$ cat src/hdl/bfknn_pkg.sv
// ============================================================================
// bfknn_pkg - shared types and constants for the k-nearest-neighbour search
// Register map, configuration bundle and default sizes used by all but the queue.
// ============================================================================
`default_nettype none

package bfknn_pkg;

    // default sizes, handed down through top-level parameters
    localparam int MAX_NEIGHBORS_DEF = 32;
    localparam int COORD_BITS_DEF    = 24;
    localparam int INDEX_BITS_DEF    = 20;

    // fixed field widths
    localparam int DIST_W      = 50;
    localparam int CFG_COORD_W = 24;
    localparam int CFG_K_W     = 6;

    // apb port
    localparam int APB_ADDR_W = 4;
    localparam int APB_DATA_W = 32;

    typedef enum logic [1:0] {
        REG_QUERY_X          = 2'd0,
        REG_QUERY_Y          = 2'd1,
        REG_QUERY_Z          = 2'd2,
        REG_NEIGHBORS_WANTED = 2'd3
    } reg_idx_t;

    typedef struct packed {
        logic [CFG_COORD_W-1:0] query_x;
        logic [CFG_COORD_W-1:0] query_y;
        logic [CFG_COORD_W-1:0] query_z;
        logic [CFG_K_W-1:0]     neighbors_wanted;
    } cfg_t;

endpackage

`default_nettype wire

$ cat src/hdl/bfknn_front.sv
// ============================================================================
// bfknn_front - candidate intake and squared-distance pipeline
// Two register stages: absolute coordinate differences, then squares; the
// sum of the squares goes to the queue with the candidate's index and flag.
// ============================================================================
`default_nettype none

module bfknn_front #(
    parameter int COORD_BITS = bfknn_pkg::COORD_BITS_DEF,
    parameter int INDEX_BITS = bfknn_pkg::INDEX_BITS_DEF
) (
    input  wire logic                         aclk,
    input  wire logic                         aresetn,
    input  wire bfknn_pkg::cfg_t              cfg,
    input  wire logic                         s_valid,
    output logic                              s_ready,
    input  wire logic signed [COORD_BITS-1:0] s_cand_x,
    input  wire logic signed [COORD_BITS-1:0] s_cand_y,
    input  wire logic signed [COORD_BITS-1:0] s_cand_z,
    input  wire logic [INDEX_BITS-1:0]        s_cand_index,
    input  wire logic                         s_last_candidate,
    output logic                              out_valid,
    input  wire logic                         out_ready,
    output logic [bfknn_pkg::DIST_W-1:0]      out_dist,
    output logic [INDEX_BITS-1:0]             out_index,
    output logic                              out_last
);

    localparam int DW   = COORD_BITS + 1;
    localparam int SQ_W = 2 * DW;

    function automatic logic [DW-1:0] abs_diff(input logic [COORD_BITS-1:0] a,
                                               input logic [COORD_BITS-1:0] b);
        logic signed [DW-1:0] d;
        d = $signed({a[COORD_BITS-1], a}) - $signed({b[COORD_BITS-1], b});
        return d[DW-1] ? $unsigned(-d) : $unsigned(d);
    endfunction

    logic                  pipe_en;
    logic                  s1_valid_reg;
    logic [DW-1:0]         s1_abs_x_reg;
    logic [DW-1:0]         s1_abs_y_reg;
    logic [DW-1:0]         s1_abs_z_reg;
    logic [INDEX_BITS-1:0] s1_index_reg;
    logic                  s1_last_reg;
    logic                  s2_valid_reg;
    logic [SQ_W-1:0]       s2_sq_x_reg;
    logic [SQ_W-1:0]       s2_sq_y_reg;
    logic [SQ_W-1:0]       s2_sq_z_reg;
    logic [INDEX_BITS-1:0] s2_index_reg;
    logic                  s2_last_reg;

    // whole pipe stalls while the last stage holds data and the queue is full
    assign pipe_en = !s2_valid_reg || out_ready;
    assign s_ready = pipe_en;

    always_ff @(posedge aclk) begin
        if (!aresetn) begin
            s1_valid_reg <= 1'b0;
            s2_valid_reg <= 1'b0;
        end else if (pipe_en) begin
            s1_valid_reg <= s_valid;
            s2_valid_reg <= s1_valid_reg;
        end
    end

    always_ff @(posedge aclk) begin
        if (pipe_en) begin
            s1_abs_x_reg <= abs_diff(cfg.query_x[COORD_BITS-1:0], s_cand_x);
            s1_abs_y_reg <= abs_diff(cfg.query_y[COORD_BITS-1:0], s_cand_y);
            s1_abs_z_reg <= abs_diff(cfg.query_z[COORD_BITS-1:0], s_cand_z);
            s1_index_reg <= s_cand_index;
            s1_last_reg  <= s_last_candidate;
            s2_sq_x_reg  <= s1_abs_x_reg * s1_abs_x_reg;
            s2_sq_y_reg  <= s1_abs_y_reg * s1_abs_y_reg;
            s2_sq_z_reg  <= s1_abs_z_reg * s1_abs_z_reg;
            s2_index_reg <= s1_index_reg;
            s2_last_reg  <= s1_last_reg;
        end
    end

    assign out_valid = s2_valid_reg;
    assign out_dist  = bfknn_pkg::DIST_W'(s2_sq_x_reg) + bfknn_pkg::DIST_W'(s2_sq_y_reg)
                     + bfknn_pkg::DIST_W'(s2_sq_z_reg);
    assign out_index = s2_index_reg;
    assign out_last  = s2_last_reg;

endmodule

`default_nettype wire

$ cat config.mk
export PLATFORM = sky130hd
export DESIGN_NAME = bfknn_front
export DESIGN_NICKNAME = d
export VERILOG_FILES = /design/src/hdl/bfknn_pkg.sv /design/src/hdl/bfknn_front.sv
export SDC_FILE = /design/constraint.sdc
export NUM_CORES = 2
export LEC_CHECK = 0
export BUFFER_PORTS_ARGS = -buffer_cell sky130_fd_sc_hd__buf_2
export CAP_MARGIN = 15
export CORE_MARGIN = 10
export CORE_UTILIZATION = 53
export DETAILED_ROUTE_END_ITERATION = 16
export GPL_ROUTABILITY_DRIVEN = 0
export PLACE_DENSITY = 0.7
export SYNTH_ARGS = -nofsm -noshare
export SYNTH_HDL_FRONTEND = slang
export SYNTH_SLANG_ARGS = --single-unit
$ cat constraint.sdc
create_clock -name aclk -period 21.3 [get_ports aclk]
set_clock_uncertainty 0.05 [all_clocks]
set_input_delay 3.195 -clock aclk [delete_from_list [all_inputs] [get_ports aclk]]
set_output_delay 3.195 -clock aclk [all_outputs]
set_load 0.01 [all_outputs]
# Word-level counts from Yosys, hierarchy flattened
# Cells that the tools add are included.
# classes
add_sub_neg,8
n_mul,3
mux,3
reduce_logical,2
# ops
op,count
25-bit by 25-bit multiplier with 50-bit output,3
50-bit adder,2
25-bit negator,3
24-bit by 24-bit subtractor with 25-bit output,3
24-bit 2-to-1 mux,3
1-bit logical NOT,1
1-bit logical OR,1
# word_totals
ff_bits,269
in_bits,175
output_inout_bits,73
elab_cells,31

# Depth between registers and ports, before layout
# logic_depth
depth_word,3
mapped_depth,30
mapped_depth_nobuf,28

# Worst setup path after synthesis
# OpenSTA, ideal clock, no wires.
# synth_path
path_type,input-to-output
startpoint,in out_ready
endpoint,out s_ready
arrival_ps,9627
required_time_ps,18055
path_slack_ps,8428
stages,1
n_path_buf,0
cell_sequence,nand2b_1
# synth_via
elab_chain_cells,1
# synth_rtl
item,line_no,text
start: declaration,bfknn_front.sv:23,"input wire logic out_ready,"
1-bit logical OR,bfknn_front.sv:54,assign pipe_en = !s2_valid_reg || out_ready;
end: declaration,bfknn_front.sv:16,"output logic s_ready,"
# No other way between the ends.

# Worst setup path in the final report
# layout_path
startpoint,reg s2_sq_x_reg[10]
endpoint,out out_dist[46] (netlist name)
# layout_via
elab_chain_cells,2
# layout_rtl
item,line_no,text
start: declaration,bfknn_front.sv:47,logic [SQ_W-1:0] s2_sq_x_reg;
start signal: assignment,bfknn_front.sv:74,s2_sq_x_reg <= s1_abs_x_reg * s1_abs_x_reg;
50-bit adder,bfknn_front.sv:83,assign out_dist = bfknn_pkg::DIST_W'(s2_sq_x_reg) + bfknn_pkg::DIST_W'(s2_sq_y_reg)
50-bit adder,bfknn_front.sv:84,+ bfknn_pkg::DIST_W'(s2_sq_z_reg);
end: declaration,bfknn_front.sv:24,"output logic [bfknn_pkg::DIST_W-1:0] out_dist,"
# No other way between the ends.

==> key figures <==
Status
  • Outcome: finished, final reports clean

Placement
  • Dpl hpwl: 135000 µm
  • Buffers on Ports: 241
  • Placed cells: 9337

Floorplanning
  • I/O pin total: 248
  • Initial Util: 53.4%
  • Die Y: 384 µm
  • Die Width: 384 µm
  • Die area: 147000 µm²
  • Placement row count: 133
  • Core Area: 132000 µm²

Clock network
  • CTS tree: done
  • Worst skew pair latency: 0.61 ns
  • Root Driver: clkbuf_16
  • H-Tree Depth: 2
  • CTS resizes: 0
  • Clock sinks: 266
  • Cts hold-fix bufs: 0
  • Register clock-pin slew on the reported worst setup and hold paths: 0.06 ns
  • Clock buffer count from CTS: 34
  • Post-CTS setup buffer count: 0
  • Clock Path Buffers: 3

STA
  • Final setup fails: 0
  • Crit share post-route: 41.9%
  • Final Critical Period: 8.93 ns
  • Slew headroom: 20.4%
  • Fin Hold WS: 0.368 ns
  • F_max: 0.112 GHz
  • RSZ-0062 raised after global routing: no
  • Final hold viol count: 0
  • Slew Viols, Final: 0
  • Worst slew pin tran: 1.19 ns
  • Sum Neg Setup Slack: 0 ns

Setup path
  • Worst path cell trace: fa_1, ha_1, o21a_1, nor2_1, or4b_2, o21a_1, o31ai_1, a41oi_1, a221oi_1, nand4_1, o31ai_1, xor2_1, buf_2
  • Crit-path leading delay family: compound AO/OA/AOI/OAI gates
  • Worst setup EP type: primary output
  • Slowest stage cell, crit path: or4b_2
  • Arrival time worst endpoint: 5.69 ns
  • Crit start category: flop
  • Delay of the slowest critical-path stage: 0.67 ns
  • Crit Path Category: flop to primary output
  • WP buf/inv: 1
  • CP required: 18.06 ns
  • Crit Path Max Fanout: 5

GRT
  • Number of antenna violations at the first check in global routing: 7
  • GRT Total Usage: 23.1%
  • Largest net degree at the start of global routing: 161
  • First-pass GRT wire length: 275000 µm
  • Grt ovf: 0
  • Vias in the first global route: 53900

Drt
  • Final wirelength: 166000 µm
  • Vias per Instance: 5.28
  • Vias: 49600
  • DR WL/cell: 17.7 µm
  • Antenna-violating nets left: 0
  • DRC: 0
  • Drt first-iter violations: 2828
  • DRT Pass-1 Iters: 6

Cells and area
  • Area growth, synth to finish: 6.20%
  • Layout cells sized above 1: 5.46%
  • # diodes: 0
  • Fill cell count: 11500
  • Post-route insts no fill: 9395
  • Layout Nets: 9932

Synth
  • Dominant cell type by area after synthesis: fa_1
  • Yosys reg bits: 266
  • Yosys warnings: 0
  • Async set or reset register ratio after synthesis: 0%
  • Post-Syn Area per Cell: 9.42 µm²
  • Post-synth cell types: 88
  • Register area share after synthesis: 11.3%
  • Mapped Area: 70200 µm²
  • Synth top area cells: fa_1, ha_1, inv_1
  • Yosys top cell area share: 41.3%
  • Mapped Cells: 7459
  • Synth Flop Type: edfxtp_1
  • EDFF count, synth: 264

Run
  • Maxcap violations: 0

Min path
  • Hold Crit Class: flop to flop
-- kinds of logic after synthesis --
logic type	synth area share, %
other	0.00534
AND/OR/NAND/NOR	10.6
buffers and inverters	12.6
adder cells (fa/ha/maj)	53.6
multiplexers	0.167
flip-flops	11.3
XOR/XNOR	4.18
AO/OA/AOI/OAI	7.50
-- cells in the final DEF, fill, tap and decap left out, drive strengths merged, types with 206 or more instances in the layout --
master	count
nor2	248
a21oi	261
edfxtp	264
fa	1450
ha	689
nand2	615
and2	363
xnor2	206
inv	2173
buf	311
-- synthesized netlist by cell type, types with 10 or more instances --
cell,count
o21a_1,46
nand2_1,615
nor4_1,13
ha_1,689
nor2_1,248
xor2_1,129
o21ai_0,144
nor3b_1,13
and2_1,362
or3_1,14
or2_2,13
a21oi_1,258
edfxtp_1,264
inv_1,2167
nand4_1,26
clkbuf_1,180
nor2b_1,44
o31ai_1,18
a21o_1,120
fa_1,1450
nand3_1,54
nor3_1,28
a31oi_1,36
o21bai_1,40
a211oi_1,28
nand2b_1,37
and3_1,29
a31o_2,10
a221oi_1,10
xnor2_1,206
-- cell type report --
class | count | area [µm²] | area share (%)
clock buffers | 36 | 880 | 1.18
clock inverters | 22 | 250 | 0.335
inverters | 2167 | 8130 | 10.9
multi-input cells | 4838 | 53400 | 71.6
flip-flops and latches | 266 | 7970 | 10.7
well taps | 1755 | 2200 | 2.94
repair buffers | 311 | 1740 | 2.34
-- path summary, 6_finish.rpt --
kind | from | to | slack [ns] | cells after the start
setup / recovery | s2_sq_x_reg[10] | out_dist[46] | 12.37 | 13
hold / removal | s1_index_reg[14] | out_index[14] | 0.37 | 0
setup reg to reg | s1_abs_x_reg[21] | s2_sq_x_reg[48] | 12.67 | 26
hold reg to reg | s1_index_reg[14] | out_index[14] | 0.37 | 0
-- per-layer routing --
metal	vias up	GRT usage, %	routed length (µm)
met5	-	0	41
met4	6	7.33	5410
met3	309	3.24	11200
met2	1483	39.5	82100
met1	24900	30.3	67400
li1	22800	-	-
-- through the flow --
stage	util (%)	worst slack (ns)	area (µm²)
global placement	55.8	12.77	73500
detailed placement	55.8	12.71	73500
CTS	56.7	12.48	74600
finish	56.7	12.37	74600
global route	56.7	12.21	74600
floorplan	-	8.43	70200
Power is left out: the tool's default activity adds up to more than one toggle a clock period on the data nets, which glitch-free logic cannot reach.
