## src/hdl/bfknn_queue.sv

```systemverilog
// ============================================================================
// bfknn_queue - short queue between distance pipeline and sorted list
// Two-entry first-in first-out buffer so either side can stall on its own.
// ============================================================================
`default_nettype none

module bfknn_queue #(
    parameter int WIDTH = 8
) (
    input  wire logic             aclk,
    input  wire logic             aresetn,
    input  wire logic             in_valid,
    output logic                  in_ready,
    input  wire logic [WIDTH-1:0] in_data,
    output logic                  out_valid,
    input  wire logic             out_ready,
    output logic [WIDTH-1:0]      out_data
);

    localparam int DEPTH = 2;
    localparam int PTR_W = $clog2(DEPTH);
    localparam int CNT_W = $clog2(DEPTH + 1);

    logic [WIDTH-1:0] mem_reg [DEPTH];
    logic [PTR_W-1:0] wr_ptr_reg;
    logic [PTR_W-1:0] rd_ptr_reg;
    logic [CNT_W-1:0] count_reg;
    logic             push;
    logic             pop;

    assign in_ready  = count_reg < CNT_W'(DEPTH);
    assign out_valid = count_reg != '0;
    assign out_data  = mem_reg[rd_ptr_reg];
    assign push      = in_valid && in_ready;
    assign pop       = out_valid && out_ready;

    always_ff @(posedge aclk) begin
        if (!aresetn) begin
            wr_ptr_reg <= '0;
            rd_ptr_reg <= '0;
            count_reg  <= '0;
        end else begin
            if (push) begin
                wr_ptr_reg <= (wr_ptr_reg == PTR_W'(DEPTH - 1)) ? '0 : wr_ptr_reg + 1'b1;
            end
            if (pop) begin
                rd_ptr_reg <= (rd_ptr_reg == PTR_W'(DEPTH - 1)) ? '0 : rd_ptr_reg + 1'b1;
            end
            if (push && !pop) begin
                count_reg <= count_reg + 1'b1;
            end else if (pop && !push) begin
                count_reg <= count_reg - 1'b1;
            end
        end
    end

    always_ff @(posedge aclk) begin
        if (push) begin
            mem_reg[wr_ptr_reg] <= in_data;
        end
    end

endmodule

`default_nettype wire

```

## config.mk

```make
export PLATFORM = sky130hd
export DESIGN_NAME = bfknn_queue
export DESIGN_NICKNAME = d
export VERILOG_FILES = /design/src/hdl/bfknn_queue.sv
export SDC_FILE = /design/constraint.sdc
export NUM_CORES = 1
export LEC_CHECK = 0
export ABC_AREA = 1
export BUFFER_PORTS_ARGS = -buffer_cell sky130_fd_sc_hd__buf_4
export CAP_MARGIN = 20
export CORE_AREA = 4 4 47 49
export CTS_BUF_LIST = sky130_fd_sc_hd__clkbuf_4 sky130_fd_sc_hd__clkbuf_8 sky130_fd_sc_hd__clkbuf_16
export DETAILED_ROUTE_END_ITERATION = 7
export DIE_AREA = 0 0 51 53
export PLACE_DENSITY_LB_ADDON = 0.08
export SLEW_MARGIN = 20
export SYNTH_ARGS = -nofsm -noshare
export SYNTH_HDL_FRONTEND = slang
export SYNTH_SLANG_ARGS = --single-unit
```

## constraint.sdc

```tcl
create_clock -name aclk -period 1.72 [get_ports aclk]
set_input_delay 0.086 -clock aclk [delete_from_list [all_inputs] [get_ports aclk]]
set_output_delay 0.086 -clock aclk [all_outputs]
set_load 0.01 [all_outputs]
```

== Yosys cells after proc, flatten, opt, wreduce, memory -nomap -nowiden ==
Memory sizes are Yosys's and may differ from the RTL's. A register that Yosys moved wholly into a read port is not among the register bits.
Cells that the tools add are included.

* Add/sub/neg operators: 4
* $lt $le $gt $ge: 1
* Multiplexer cells: 8
* Reduce and logical (&&, ||, !) cells: 8

{| class="wikitable"
|+ Operator list
! kind !! number
|-
| $mux 1 || 6
|-
| $logic_and 1x1->1 || 4
|-
| $mux 2 || 2
|-
| $reduce_bool 2->1 || 2
|-
| $add 1x1->1 const B || 2
|-
| $add 2x1->2 const B || 1
|-
| $logic_not 1->1 || 2
|-
| $lt 2x2->1 const B || 1
|-
| $sub 2x1->2 const B || 1
|}

* Bits in registers: 4
* Memory bits (writable): 16
* Input port bits: 12
* Output and inout port bits: 10
* Word-level logic and storage cells: 25
* Memories kept: 1

{| class="wikitable"
|+ Memories
! name !! words !! width !! rd ports !! clocked after memory_dff !! wr ports !! RTL line !! text
|-
| mem_reg || 2 || 8 || 1 || 1 || 1 || 24 || <nowiki>logic [WIDTH-1:0] mem_reg [DEPTH];</nowiki>
|}

== Depth between registers and ports, before layout ==
Gate-level depths: netlist of run 1.

* Depth after elaboration: 6
* Depth in mapped cells: 10
* Gate-level depth less buffers: 10

== Least setup slack after synthesis of run 1 ==
Ideal clock, no wire load.

* Path type: reg2reg
* Start point: register count_reg[1]
* End point: memory mem_reg[0][0], enable pin
* Library setup time: 0.370 ns
* Arrival: 0.859 ns
* Required time: 1.350 ns
* Slack: 0.491 ns
* Stages on the path, launching flop included: 4
* Path buffers: 0
* Clock period less this slack: 1.229 ns
* Cells stage by stage: dfxtp_1 > inv_2 > nand2_2 > nor2_1

* Longest elaborated chain between the ends: 4

{| class="wikitable"
|+ Ends and longest elaborated chain
! what !! RTL line !! text
|-
| from (decl) || 27 || <nowiki>logic [CNT_W-1:0] count_reg;</nowiki>
|-
| from (signal assigned) || 50 || <nowiki>count_reg <= count_reg + 1'b1;</nowiki>
|-
| from (signal assigned) || 52 || <nowiki>count_reg <= count_reg - 1'b1;</nowiki>
|-
| $lt 2x2->1 || 31 || <nowiki>assign in_ready = count_reg < CNT_W'(DEPTH);</nowiki>
|-
| net in_ready || 13 || <nowiki>output logic in_ready,</nowiki>
|-
| $logic_and 1x1->1 || 34 || <nowiki>assign push = in_valid && in_ready;</nowiki>
|-
| $mux 1 || 58 || <nowiki>if (push) begin</nowiki>
|-
| $mux 1 (not written as such) || 59 || <nowiki>mem_reg[wr_ptr_reg] <= in_data;</nowiki>
|-
| to (decl) || 24 ||
|}

The timed path passes the listed nets, and every way through them passes these cells.

==> impl_metrics.ini, run 1 <==
[global_route]
grt_max_degree = 12
grt_pass1_wl_mm = 2.07
antenna_found_initial = 0
grtUsageTotal = 0.109
grt-ovfl-total = 0
grt_pass1_vias = 503

[critical_path]
path_depth = 2
cp-start-kind = flop
crit_slowest_cell = dfxtp_1
critPathArrivalTime_ns = 1.42
path_cells = mux2_4, buf_4
reg2reg_slack_ns = 0.39
cp_data_required_time_ns = 1.63
cp_top_family = flip-flops
r2r-start = count_reg[0]
crit_path_end = out_data[1]
rr_endpoint = count_reg[1]
path_max_fanout = 8
slowest_delay_ns = 0.65
cp-end-kind = output pin
path_buf_inv = 1
path_class = reg -> out
rr_worst_depth = 8

[logic_synthesis]
yosysSeqAreaShare = 0.682
syn_nets = 73
yosysWarnings = 0
synth_seq_cells = 21
ys_types = 16
avgSynthCellArea_um2 = 14.2
synthCells = 60
syn_area_um2 = 851

[drt]
drtIter0Drc = 1
viasPerCell = 4.30
first_pass_iters = 2
ant_nets = 0
num_vias = 520
drc = 0
wl_per_cell_um = 10.2
wirelength_mm = 1.24

[die]
initial_core_util = 0.457
dieWidth_um = 51
core-area_mm2 = 0.00186
row_count = 16
die_h_um = 53
num_io_pins = 22
dieArea_mm2 = 0.00270

[clocking]
clkLatencyLatePin_ns = 0.28
cts_resized = 0
cts-root-buf = clkbuf_4
cts_buffer_depth = 2
cts_setup_buffers = 0
cts_tree = done
cts_max_level = 1
cts.sinks = 21
path_clk_slew_ns = 0.10
cts_buffers = 3

[cells_and_area]
areaGrowthSynthToFinish_pct = 35.9
nFillCells = 160
num_antenna_cells = 0
layout-drive-gt1-share = 0.415
largest_reg_flops = 16
nets = 108
design_area_mm2 = 0.00116

[sta]
clock_skew_ns = 0.00130
setup_viol = 0
period_share = 0.874
rsz0062_at_grt = false
final_hold_viol_count = 0
whs_ns = 0.0519
tns_ns = 0
relSlewSlack = 0.665
fmax_ghz = 0.665
fin_crit_ns = 1.50
drv_slew = 0
tightest_slew_ns = 0.501

[worst_hold_path]
hp-class = in -> reg
min_path_cells = 3

[placement]
io_buffers = 21
globalplace.congestion = 0.650
hpwl_um = 872
dpl_cell_area_mm2 = 0.00105

[power_and_ir_drop]
ir_worst_vdd_mv = 0.808
total_power_uw = 1520
p_leak_uw = 0.000495
p_per_area_mw_per_mm2 = 1320

[run_status]
status = finished, final reports clean

[job]
cap_violations = 0
==> routing by layer <==
layer,global-route usage,part of all wire,vias to the layer above
li1,-,-,273
met1,0.117,0.40,232
met2,0.189,0.52,13
met3,0.0310,0.064,2
met4,0.0673,0.015,0
met5,0,0,-
==> worst register-to-register path, delay by kind of cell (launching register included) <==
kind | cells | cell delay [ns]
fa+ha+maj | 1 | 0.28
simple gates | 3 | 0.22
buf+inv | 3 | 0.19
compound gates | 1 | 0.19
flops | 1 | 0.41
==> metrics by stage <==
step | worst slack, ns | utilization | std cells
finish | 0.217 | 0.621 | 121
global route | 0.124 | 0.621 | 121
CTS | 0.175 | 0.621 | 121
detailed placement | 0.383 | 0.562 | 109
global placement | 0.463 | 0.562 | 109
floorplan | 0.491 | - | 60
==> cells in the final DEF (no fill, tap or decap) <==
cell / count
a21oi_1: 2
buf_4: 23
clkbuf_4: 4
dfxtp_1: 5
dlygate4sd3_1: 8
edfxtp_1: 16
ha_1: 1
inv_1: 6
inv_2: 2
mux2_4: 8
nand2_1: 6
nand2_2: 2
nand3_1: 1
nand4_1: 1
nor2_1: 6
o21a_1: 1
o21ai_0: 1
o21ai_1: 1
==> Yosys cell counts <==
cell      instances  area share
edfxtp_1         16        0.56
nor2_1            6       0.026
o21ai_1           1      0.0059
nand2_1           6       0.026
o21ai_0           1      0.0059
inv_1             6       0.026
nand2_2           2       0.015
o21a_1            1      0.0088
mux2_4            8        0.14
buf_6             1       0.013
ha_1              1       0.015
nand3_1           1      0.0059
dfxtp_1           5        0.12
nand4_1           1      0.0074
a21oi_1           2       0.012
inv_2             2      0.0088
==> logic make-up after synthesis <==
logic type                 synth area share
AOI/OAI and AO/OA                    0.0323
and+or+nand+nor                      0.0809
buffers and inverters                0.0485
DFF                                   0.682
muxes                                 0.141
adders and majority gates            0.0147
==> worst min-delay path by stage <==
stage	start	end	slack, ns
floorplan	in_data[0]	mem_reg[0][0]	0.18
global placement	in_data[6]	mem_reg[0][6]	0.27
detailed placement	in_data[7]	mem_reg[1][7]	0.27
CTS	aresetn	count_reg[1]	0.04
global route	aresetn	count_reg[1]	0.05
finish	aresetn	count_reg[1]	0.05
==> cell type report <==
class / count / area, µm² / area share
well taps: 27 / 33.8 / 0.0292
clock buffers: 4 / 30.0 / 0.0260
repair buffers: 31 / 253 / 0.219
flip-flops and latches: 21 / 581 / 0.502
inverters: 8 / 30.0 / 0.0260
multi-input cells: 30 / 229 / 0.198
==> report_power, final <==
part	switching (µW)	leakage, µW	internal [µW]
Combinational	252	0.000286	308
Clock	127	0.0000184	106
Sequential	70.9	0.000190	657
==> repair_timing <==
action,CTS,global route
hold buffers,8,0
endpoints found under the hold margin,16,0
endpoints found under the setup margin,0,0
Power figures use the tool's default switching activity.
==> run 2: changes to the inputs <==
Clock period 1.72 ns to 1.4 ns, I/O delays scaled along.
==> impl_metrics.ini, run 2 (same netlist as run 1, synthesis figures left out) <==
[run_status]
status = finished, final reports clean

[critical_path]
rr_worst_depth = 8
path_class = reg -> out
rr_endpoint = count_reg[1]
reg2reg_slack_ns = 0.11
cp_data_required_time_ns = 1.33
crit_path_end = out_data[4]
cp-start-kind = flop
r2r-start = count_reg[0]
cp-end-kind = output pin
critPathArrivalTime_ns = 1.24
path_max_fanout = 8

[cells_and_area]
num_antenna_cells = 0
largest_reg_flops = 16
layout_common_cells = buf_4 (23), edfxtp_1 (16), mux2_4 (8), dlygate4sd3_1 (8)
post-route-util = 0.630
seq_area_um2 = 586
areaGrowthSynthToFinish_pct = 37.8
layout-drive-gt1-share = 0.453
layout_commonest_cell = buf_4
multiInputGateArea_um2 = 229
nFillCells = 168
nets = 109

[global_route]
grt_pass1_wl_mm = 2.16
grt-ovfl-total = 0
grt_max_degree = 12
antenna_found_initial = 0
grt_pass1_vias = 556
grtUsageTotal = 0.113

[clocking]
path_clk_slew_ns = 0.10
cts_tree = done
cts-root-buf = clkbuf_4
cts_buffer_depth = 2
cts.sinks = 21
clkLatencyLatePin_ns = 0.29
cts_max_level = 1
cts_buffers = 3

[sta]
drv_slew = 0
relSlewSlack = 0.904
tightest_slew_ns = 0.143
setup_viol = 0
final_hold_viol_count = 0
tns_ns = 0
period_share = 0.937
clock_skew_ns = 0.00193
fin_crit_ns = 1.31
rsz0062_at_grt = false
whs_ns = 0.0213
setup_slack_ns = 0.0882
fmax_ghz = 0.762

[die]
dieWidth_um = 51
initial_core_util = 0.457
row_count = 16
num_io_pins = 22
dieArea_mm2 = 0.00270
die_h_um = 53
core-area_mm2 = 0.00186

[power_and_ir_drop]
p_leak_uw = 0.000500
seq_power_share = 0.455
p_per_area_mw_per_mm2 = 1650
total_power_uw = 1930
p_clk_frac = 0.154
p_int_uw = 1350
p_comb_frac = 0.391
p_sw_frac = 0.302
ir_worst_vdd_mv = 0.923
power.switching_uw = 582

[placement]
hpwl_um = 944
pre_cts_ws_ns = 0.0329
globalplace.congestion = 0.668
io_buffers = 21

[job]
cap_violations = 0

[drt]
wirelength_mm = 1.31
viasPerCell = 4.43
num_vias = 541
ant_nets = 0
drtIter0Drc = 1
drc = 0
wl_per_cell_um = 10.8
first_pass_iters = 3

[worst_hold_path]
hp-class = in -> reg
==> run 2: area by class of cell <==
cell class	instances	share of cell area
flip-flops and latches	21	0.499
repair buffers	32	0.225
clock buffers	4	0.0256
well taps	27	0.0288
inverters	8	0.0256
multi-input cells	30	0.195
==> run 2: layer usage <==
metal	wire [µm]	up-vias	global-route usage
met5	0	-	0
met4	23	0	0.0673
met3	81	2	0.0282
met2	690	15	0.221
met1	518	246	0.104
li1	-	278	-
==> run 2: worst min path at each step <==
| stage | cells past startpoint | from | slack, ns | to |
|---|---|---|---|---|
| 5_1_grt | 3 | aresetn | 0.01 | count_reg[1] |
| 4_1_cts | 3 | aresetn | 0.02 | count_reg[1] |
| 6_report | 3 | aresetn | 0.02 | count_reg[1] |
| 2_1_floorplan | 0 | in_data[0] | 0.17 | mem_reg[0][0] |
| 3_3_place_gp | 1 | in_data[6] | 0.26 | mem_reg[0][6] |
| 3_5_place_dp | 1 | in_data[7] | 0.26 | mem_reg[0][7] |
==> run 2: power groups by stage <==
stage / combinational [µW] / sequential [µW] / clock (µW)
CTS: 753 / 866 / 313
global placement: 716 / 871 / 0
detailed placement: 734 / 880 / 0
floorplan: 470 / 867 / 0
finish: 754 / 878 / 296
global route: 838 / 892 / 340
==> run 2: metrics by stage <==
step	instances	cell area, µm²
6_report	122	1170
5_1_grt	122	1170
4_1_cts	122	1160
3_5_place_dp	110	1050
3_3_place_gp	110	1050
2_1_floorplan	60	851
==> run 2: repair_timing <==
action | 4_1_cts | 5_1_grt
resized for setup | 0 | 5
buffers inserted | 0 | 0
hold endpoints to repair | 16 | 0
setup endpoints to repair | 0 | 3
hold buffers | 8 | 0
==> run 2: critical path, cell delays in order (launching register included) <==
cell,delay (ns)
dfxtp_1,0.34
buf_6,0.16
mux2_4,0.31
buf_4,0.14
